File: config.mk
export PLATFORM = sky130hd
export DESIGN_NAME = spq_ram
export DESIGN_NICKNAME = d
export VERILOG_FILES = /design/src/rtl/core/spq_ram.sv
export SDC_FILE = /design/constraint.sdc
export NUM_CORES = 1
export LEC_CHECK = 0
export BUFFER_PORTS_ARGS = -buffer_cell sky130_fd_sc_hd__buf_2
export CAP_MARGIN = 20
export CORE_MARGIN = 2
export CORE_UTILIZATION = 56
export DETAILED_ROUTE_END_ITERATION = 12
export PLACE_DENSITY = 0.8
export SYNTH_ARGS = -nofsm -noshare
export SYNTH_HDL_FRONTEND = slang
export SYNTH_SLANG_ARGS = --single-unit
File: constraint.sdc
create_clock -name clk -period 2.9 [get_ports clk]
set_clock_uncertainty 0.1 [all_clocks]
set_input_delay 0.87 -clock clk [delete_from_list [all_inputs] [get_ports clk]]
set_output_delay 0.87 -clock clk [all_outputs]
set_load 0.01 [all_outputs]
File: src/rtl/core/spq_ram.sv
// Generic single-address RAM with registered read.
module spq_ram #(
  parameter int WIDTH = 8,
  parameter int DEPTH = 64
) (
  input  logic                     clk,
  input  logic                     we,
  input  logic [$clog2(DEPTH)-1:0] addr,
  input  logic [WIDTH-1:0]         wdata,
  output logic [WIDTH-1:0]         rdata
);

  logic [WIDTH-1:0] mem [DEPTH];

  always_ff @(posedge clk) begin
    if (we) mem[addr] <= wdata;
    rdata <= mem[addr];
  end

endmodule

==> results.yml <==
setup_path:
  worstPathCellList: "buf_4, buf_12, nor2_2, buf_4, a22o_1, a211oi_1, o22ai_1, or4_1"
  endpoint_kind: "register"
  cp.required_ns: 3.24
  worst_ep_arrival_time_ns: 3.21
  start_kind: "primary input"
  crit_top_cell: "buf_4"
  ff2ff_setup_slack_ns: 0.56
  crit_type: "primary input to register"
  slowest_delay_ns: 0.54
  critPathMaxFanout: 27
  worst_path_max_delay_cell: "or4_1"
floorplan:
  die_w_um: 195
  initial_core_util_pct: 57.2
  die_h_um: 195
  io_pins: 24
  rows: 69
  die_area_um2: 38100
  core_um2: 35700
clock_network:
  ctsHoldBuffers: 0
  post_cts_resized: 0
  clock_path_buffers: 3
  clk_pin_slew_worst_paths_ns: 0.07
  clock_sinks: 520
  htree_levels: 2
  clkLatencyLatePin_ns: 0.58
  cts_setup_buffers: 0
  cts_root_buf: "clkbuf_16"
  cts_tree: "done"
  cts_made_buffers: 49
timing:
  min_period_ns: 2.87
  slew-limit-headroom_pct: 39.0
  max_freq_mhz: 348
  rsz0062_at_grt: "no"
  setup_violations: 0
  hold_viol: 0
  fin_crit_sh_pct: 99.0
  whs_ns: 0.684
  worst_pin_slew_ns: 0.914
  finalMaxSlewViolations: 0
synthesis:
  netlist_instances: 1171
  synth_cell_types: 56
  synth_top_family_by_area: "multiplexers"
  ys_async_sr_fraction_pct: 0
  muxShareOfSynthArea_pct: 8.26
  yosysWarnings: 0
  synthAdderAreaFrac_pct: 0
  synthSimpleGateAreaFrac_pct: 5.71
  synth-compound-area-share_pct: 8.08
  avgSynthCellArea_um2: 17.5
  ys.flop_type: "edfxtp_1"
  synth_area_um2: 20400
  synth_edf_count: 512
  synth_seq_cells: 520
  synth_xor_area_share_pct: 0
  yosysSeqAreaShare_pct: 76.0
  syn_nets: 1187
grt:
  grt_pass1_vias: 12800
  antenna_found_initial: 1
  grt_overflow: 0
  grt_pass1_wl_um: 81000
  grt_max_degree: 65
  grt_usage_pct: 29.0
cells_and_area:
  nets: 1424
  fin_area_um2: 24900
  diodes: 0
  area_growth_pct: 21.6
  n_fill_cell: 2132
  drive_gt1_share_pct: 29.3
drt:
  postRouteAntennaNets: 0
  drc_errors: 0
  dr.pass1.iters: 5
  viasPerCell: 6.66
  routed_wl_um: 54200
  vias: 12700
  wl_per_cell_um: 28.4
  first_iter_violations: 2186
place:
  place.gp.congestion: 0.926
  place_area_um2: 23100
  post-dp-hpwl_um: 34900
  portBuffers: 23
pwr:
  p_leak_nw: 8.48
  p_per_area_nw_per_um2: 651
  ir_worst_vdd_mv: 0.379
status:
  status: "finished, final reports clean"
job:
  drv_cap: 0
min_path:
  hold_class: "register to register"
==> placed cells by master, fill, tap and decap left out, types with 7 or more instances in the layout <==
cell       instances
mux2_1             7
mux2i_1           63
a22oi_1           40
a31oi_1           15
nand2_1           45
and2_1             9
o221ai_1           9
nor2b_1            7
buf_2             20
clkbuf_16         51
o22ai_1           22
and3_1             9
nor2_1            58
nand2b_1          24
edfxtp_1         512
dfxtp_1            8
a21oi_1           28
a32oi_1            7
nor2_2            19
a221o_1           11
o21ai_0            9
mux4_2            41
o2bb2ai_1          7
clkbuf_1          10
o22a_1            11
buf_4            209
nand3b_1          12
nand3_1            7
bufinv_16          9
a221oi_1          21
buf_12            37
a22o_1            10
==> stage by stage <==
step / worst slack (ns) / power (mW) / utilization (%) / setup TNS (ns) / cells
2_1_floorplan: -0.0765 / 8.96 / - / -15.79 / 1171
3_3_place_gp: -0.351 / 9.49 / 64.8 / -11.30 / 1818
3_5_place_dp: -0.486 / 9.53 / 64.8 / -15.09 / 1818
4_1_cts: 0.0922 / 16.2 / 69.6 / 0 / 1910
5_1_grt: 0.0205 / 16.6 / 69.6 / 0 / 1910
6_report: 0.0295 / 16.2 / 69.6 / 0 / 1910
==> synthesized netlist by cell type, drive strengths merged (2+ instances only) <==
library cell | count | area share (%)
or4 | 3 | 0.11
a211o | 3 | 0.13
and3b | 2 | 0.086
dfxtp | 8 | 0.78
o22a | 11 | 0.47
o221ai | 9 | 0.39
a32oi | 7 | 0.30
nor4 | 3 | 0.092
o21ai | 11 | 0.27
nor2 | 82 | 1.5
o31ai | 5 | 0.18
nor3b | 3 | 0.11
mux2i | 63 | 3.1
a222oi | 3 | 0.15
a211oi | 6 | 0.22
nand3b | 12 | 0.44
o22ai | 22 | 0.67
mux2 | 12 | 0.66
edfxtp | 512 | 75
or2 | 2 | 0.061
clkbuf | 36 | 0.66
nand2 | 45 | 0.83
nor2b | 8 | 0.24
mux4 | 41 | 4.5
a22o | 10 | 0.43
a221o | 11 | 0.54
buf | 45 | 1.3
nand2b | 24 | 0.73
nand3 | 8 | 0.20
and4 | 6 | 0.26
and3 | 9 | 0.28
and2 | 10 | 0.32
o2bb2ai | 7 | 0.30
a21o | 4 | 0.15
inv | 3 | 0.055
o311ai | 2 | 0.086
nand4 | 3 | 0.092
a21oi | 28 | 0.69
o32ai | 3 | 0.13
a221oi | 21 | 0.90
or3b | 5 | 0.21
a31oi | 15 | 0.46
a22oi | 40 | 1.5
or4b | 2 | 0.098
==> logic make-up after synthesis <==
kind of cell / Yosys count
flops: 520
compound gates: 222
simple gates: 229
buf+inv: 84
mux: 116
==> power breakdown <==
part | internal (mW) | leakage (nW) | total [mW] | switching [mW]
registers | 8.32 | 4.67 | 8.34 | 0.0267
clock network | 4.04 | 0.819 | 6.78 | 2.75
logic | 0.422 | 2.99 | 1.06 | 0.638
total | 12.8 | 8.48 | 16.2 | 3.41
==> sequential cells by signal (all words and copies together) (netlist names) <==
signal / flops
mem: 512
rdata: 8
==> final timing paths <==
kind                        start               end  cells after the start
max                       addr[1]  rdata[1]$_DFF_P_                      8
min reg2reg  mem[52][7]$_DFFE_PP_  rdata[7]$_DFF_P_                      4
min          mem[52][7]$_DFFE_PP_  rdata[7]$_DFF_P_                      4
max reg2reg   mem[6][7]$_DFFE_PP_  rdata[7]$_DFF_P_                      5
==> routing by layer <==
metal / vias to the layer above / share of wire (%) / track usage, %
li1: 5245 / - / -
met1: 6279 / 36 / 38.7
met2: 990 / 48 / 46.6
met3: 209 / 11 / 5.77
met4: 2 / 5.2 / 13.3
met5: - / 0.024 / 0
==> critical path, delay by kind of cell <==
family          cells  cell delay (ns)
compound gates      3             0.93
buf+inv             3             0.70
simple gates        2             0.66
==> cell type report <==
type                    instances  area, µm²  share of cell area, %
inverters                       3       11.3                 0.0453
multi-input cells             567       4600                   18.5
repair buffers                267       2420                   9.74
flip-flops and latches        520      15500                   62.5
clock buffers                  61       1310                   5.28
clock inverters                31        403                   1.62
well taps                     461        577                   2.32
Note: power is estimated with default switching activity, not from simulation.
