File: src/rtl/core/spq_pkg.sv
// Shared types, codes and ranking function for the saturation priority queue.
package spq_pkg;

  localparam logic [1:0] OP_INSERT  = 2'd0;
  localparam logic [1:0] OP_EXTRACT = 2'd1;
  localparam logic [1:0] OP_COLOR   = 2'd2;

  localparam logic [2:0] ST_OK     = 3'd0;
  localparam logic [2:0] ST_EMPTY  = 3'd1;
  localparam logic [2:0] ST_ABSENT = 3'd2;
  localparam logic [2:0] ST_FULL   = 3'd3;
  localparam logic [2:0] ST_DUP    = 3'd4;

  localparam logic [6:0] SAT_MAX = 7'd127;

  typedef struct packed {
    logic [1:0] op;
    logic [5:0] node_index;
    logic [5:0] node_degree;
    logic [5:0] color;
  } req_t;

  typedef struct packed {
    logic [5:0] top_node;
    logic [6:0] saturation;
    logic [2:0] status;
  } rsp_t;

  typedef struct packed {
    logic       valid;
    logic [6:0] sat;
    logic [5:0] deg;
    logic [5:0] node;
  } entry_t;

  typedef enum logic [1:0] {
    CM_HOLD,
    CM_PUSH,
    CM_POP
  } cell_mode_t;

  // Broadcast to every cell. PUSH places ent_new in sorted order; with use_old
  // set, the entry equal to ent_old is the one that moves up.
  typedef struct packed {
    cell_mode_t mode;
    logic       use_old;
    entry_t     ent_new;
    entry_t     ent_old;
  } cell_cmd_t;

  typedef enum logic [1:0] {
    S_IDLE,
    S_EXEC,
    S_READ,
    S_UPD
  } state_t;

  // True when a ranks strictly above b.
  function automatic logic ranks_above(entry_t a, entry_t b);
    logic r;
    if (a.sat != b.sat) r = a.sat > b.sat;
    else if (a.deg != b.deg) r = a.deg > b.deg;
    else r = a.node < b.node;
    return r;
  endfunction

endpackage

File: src/rtl/core/spq_cell.sv
// One slot of the sorted queue; trades entries with its neighbors.
module spq_cell import spq_pkg::*; (
  input  logic      clk,
  input  logic      rst_n,
  input  cell_cmd_t cmd,
  input  entry_t    left_ent,
  input  logic      left_below,
  input  entry_t    right_ent,
  output entry_t    ent,
  output logic      below
);

  entry_t ent_r, ent_nxt;
  logic   at_or_above_old;

  assign below = !ent_r.valid || ranks_above(cmd.ent_new, ent_r);
  assign at_or_above_old = cmd.use_old ?
                           (ent_r.valid && !ranks_above(cmd.ent_old, ent_r)) : 1'b1;

  always_comb begin
    ent_nxt = ent_r;
    unique case (cmd.mode)
      CM_POP: ent_nxt = right_ent;
      CM_PUSH: begin
        if (below && at_or_above_old) ent_nxt = left_below ? left_ent : cmd.ent_new;
      end
      default: ent_nxt = ent_r;
    endcase
  end

  always_ff @(posedge clk) begin
    if (!rst_n) ent_r <= '0;
    else ent_r <= ent_nxt;
  end

  assign ent = ent_r;

endmodule

File: config.mk
export PLATFORM = sky130hd
export DESIGN_NAME = spq_cell
export DESIGN_NICKNAME = d
export VERILOG_FILES = /design/src/rtl/core/spq_pkg.sv /design/src/rtl/core/spq_cell.sv
export SDC_FILE = /design/constraint.sdc
export NUM_CORES = 1
export LEC_CHECK = 0
export ABC_AREA = 1
export BUFFER_PORTS_ARGS = -buffer_cell sky130_fd_sc_hd__buf_4
export CORE_ASPECT_RATIO = 1.75
export CORE_MARGIN = 2
export CORE_UTILIZATION = 50
export CTS_CLUSTER_SIZE = 28
export DETAILED_ROUTE_END_ITERATION = 10
export GPL_TIMING_DRIVEN = 0
export PLACE_DENSITY = 0.85
export SLEW_MARGIN = 5
export SYNTH_ARGS = -nofsm -noshare
export SYNTH_HDL_FRONTEND = slang
export SYNTH_SLANG_ARGS = --single-unit
File: constraint.sdc
create_clock -name clk -period 2.7 [get_ports clk]
set_clock_uncertainty 0.05 [all_clocks]
set_input_delay 0.135 -clock clk [delete_from_list [all_inputs] [get_ports clk]]
set_output_delay 0.135 -clock clk [all_outputs]
set_load 0.005 [all_outputs]
==> results.sh <==
export IMPL_outcome="finished, final reports clean"
export IMPL_path_clk_slew_ns=0.08
export IMPL_final_area_um2=3040
export IMPL_first_global_vias=2380
export IMPL_hold_class="input port to flip-flop"
export IMPL_routed_wirelength_mm=6.80
export IMPL_die_x_um=53.8
export IMPL_cts_root_buffer_cell="clkbuf_8"
export IMPL_drc=0
export IMPL_track_usage=0.283
export IMPL_report_final_hold_viol_count=0
export IMPL_rsz0062_at_grt="no"
export IMPL_ff2ff_setup_slack_ns=0.54
export IMPL_critPathKind="flip-flop to flip-flop"
export IMPL_worst_slew_pin_slew_ns=0.580
export IMPL_avgSynthCellArea_um2=6.02
export IMPL_cts_setup_buffers=0
export IMPL_synth_adder_area_share=0.208
export IMPL_postRouteAntennaNets=0
export IMPL_async_reset_ff_frac=0
export IMPL_fin_ws_ns=0.536
export IMPL_htree_levels=1
export IMPL_antenna_found_initial=0
export IMPL_ios=107
export IMPL_ys_ff_latch=20
export IMPL_end_kind="flip-flop"
export IMPL_viasPerCell=5.15
export IMPL_fin_nets=590
export IMPL_clock_fmax_mhz=462
export IMPL_synth_area_top_cells="ha_1 21%, nand2_1 20%, dfxtp_1 18%"
export IMPL_numCtsBuffers=3
export IMPL_setup_viol=0
export IMPL_utilization=0.733
export IMPL_drtIter0Drc=65
export IMPL_gp_congestion=0.835
export IMPL_syn_area_um2=2170
export IMPL_n_antenna_cell=0
export IMPL_finalCritPeriodShare=0.802
export IMPL_max_slew_margin=0.613
export IMPL_initial_utilization=0.522
export IMPL_maxCapViolCount=0
export IMPL_hold_path_depth=5
export IMPL_place_area_um2=3000
export IMPL_worstRegToRegCells=14
export IMPL_synth_commonest_cells="115 x nand2_1, 53 x nor2_1, 45 x inv_1"
export IMPL_coreArea_um2=4150
export IMPL_slew_viol_final=0
export IMPL_tns_ns=0
export IMPL_r2r_end="ent[11]$_SDFFE_PN0P_"
export IMPL_num_fill_cells=387
export IMPL_area_growth_pct=40.4
export IMPL_grt_pass1_wl_mm=10.4
export IMPL_synth_cell_types=23
export IMPL_worstReg2RegStart="ent[18]$_SDFFE_PN0P_"
export IMPL_synth_mux_area_frac=0
export IMPL_path_max_fanout=10
export IMPL_synthXorXnorAreaFrac=0
export IMPL_netlist_instances=360
export IMPL_cts_path_max_buffers=2
export IMPL_synth_compound_area_frac=0.117
export IMPL_row_count=31
export IMPL_synth_edf_count=0
export IMPL_grt_max_degree=11
export IMPL_synthFlopType="dfxtp_1"
export IMPL_pre_cts_slack_ns=0.543
export IMPL_drive_gt1_frac=0.255
export IMPL_hpwl_mm=5.72
export IMPL_yosysWarnings=0
export IMPL_clock_latency_ns=0.26
export IMPL_numClockSinks=20
export IMPL_synth_top_family_by_area="simple AND/OR/NAND/NOR gates"
export IMPL_ctsHoldBuffers=0
export IMPL_dieArea_um2=4890
export IMPL_synth_top_area_cell="ha_1"
export IMPL_synth_nets=482
export IMPL_p_leak_uw=0.00168
export IMPL_largest_reg_flops=20
export IMPL_hp_start="right_ent[6]"
export IMPL_vdd_drop_max_v=0.000336
export IMPL_yosysTopAreaCellShare=0.208
export IMPL_die_h_um=91.1
export IMPL_port_buffers=103
export IMPL_grt_ovfl_total=0
export IMPL_ys_seq_area_frac=0.185
export IMPL_crit_required_ns=2.81
export IMPL_hold_end="ent[6]$_SDFFE_PN0P_"
export IMPL_ctsResizeCount=0
export IMPL_first_pass_iters=4
export IMPL_yosysMostFrequentCell="nand2_1"
export IMPL_post_drt_wl_per_cell_um=13.2
export IMPL_synth_simple_gate_area_frac=0.377
export IMPL_cts_tree="yes"
export IMPL_power_density_nw_per_um2=339
export IMPL_final_min_clock_period_ns=2.16
export IMPL_hold_ws_ns=0.150
export IMPL_critPathArrivalTime_ns=2.27
export IMPL_critPathLaunchType="flip-flop"
export IMPL_vias=2651
logic make-up (layout without fill, tap and decap cells):
logic type,Yosys count,after routing
simple gates,199,199
fa+ha+maj,36,36
flops,20,20
buf+inv,59,165
compound gates,46,46
final cells by class:
| type | count | area (um^2) | area share |
|---|---|---|---|
| Multi-Input combinational cell | 281 | 1520 | 0.500 |
| Timing Repair Buffer | 103 | 773 | 0.254 |
| Sequential cell | 20 | 400 | 0.132 |
| Inverter | 47 | 176 | 0.0580 |
| Buffer | 12 | 68.8 | 0.0226 |
| Tap cell | 49 | 61.3 | 0.0202 |
| Clock buffer | 3 | 41.3 | 0.0136 |
metal layers:
metal | vias to the layer above | global-route usage | share of wire
met5 | - | 0 | 0
met4 | 0 | 0.0897 | 0.024
met3 | 14 | 0.0230 | 0.058
met2 | 104 | 0.568 | 0.58
met1 | 1182 | 0.274 | 0.34
li1 | 1351 | - | -
per-stage QoR:
step / power (uW) / cells
floorplan: 618 / 360
global placement: 816 / 512
detailed placement: 835 / 512
CTS: 1030 / 515
global route: 1100 / 515
finish: 1030 / 515
critical path, stage by stage (launching register included):
cell,delay [ns]
dfxtp_1,0.35
inv_1,0.08
ha_1,0.30
nand2_1,0.09
nor2_1,0.15
nand4_1,0.13
a21oi_1,0.18
nand2_1,0.07
nand2_1,0.10
nand2_4,0.10
nand2_4,0.14
buf_6,0.17
nand2_1,0.07
nand2_1,0.06
nor2_1,0.04
cell usage in the layout (no fill, tap or decap):
| cell | n |
|---|---|
| nand3_1 | 23 |
| clkbuf_8 | 3 |
| nand2_1 | 115 |
| dfxtp_1 | 20 |
| nand3b_1 | 1 |
| clkbuf_1 | 8 |
| clkinv_1 | 1 |
| inv_1 | 45 |
| ha_1 | 36 |
| a211oi_1 | 3 |
| nand4_2 | 1 |
| nor2_1 | 53 |
| nand4_1 | 1 |
| a21oi_2 | 2 |
| a21o_1 | 3 |
| inv_2 | 1 |
| buf_4 | 103 |
| o21ai_1 | 1 |
| buf_2 | 1 |
| nand3_2 | 1 |
| a21oi_1 | 15 |
| nor2_2 | 2 |
| o21ai_0 | 22 |
| buf_6 | 3 |
| nand2_4 | 2 |
report_power, final:
group,internal (uW),switching [uW]
Clock,99.4,105
Sequential,323,22.7
Combinational,237,244
worst max-delay path by stage:
stage,startpoint,to
after global routing,ent[11]$_SDFFE_PN0P_,ent[9]$_SDFFE_PN0P_
after global placement,ent[18]$_SDFFE_PN0P_,ent[14]$_SDFFE_PN0P_
final,ent[18]$_SDFFE_PN0P_,ent[11]$_SDFFE_PN0P_
after detailed placement,ent[18]$_SDFFE_PN0P_,ent[8]$_SDFFE_PN0P_
after CTS,ent[18]$_SDFFE_PN0P_,ent[10]$_SDFFE_PN0P_
after floorplan,ent[18]$_SDFFE_PN0P_,ent[13]$_SDFFE_PN0P_
No activity file was read; power rests on OpenSTA's default activity.
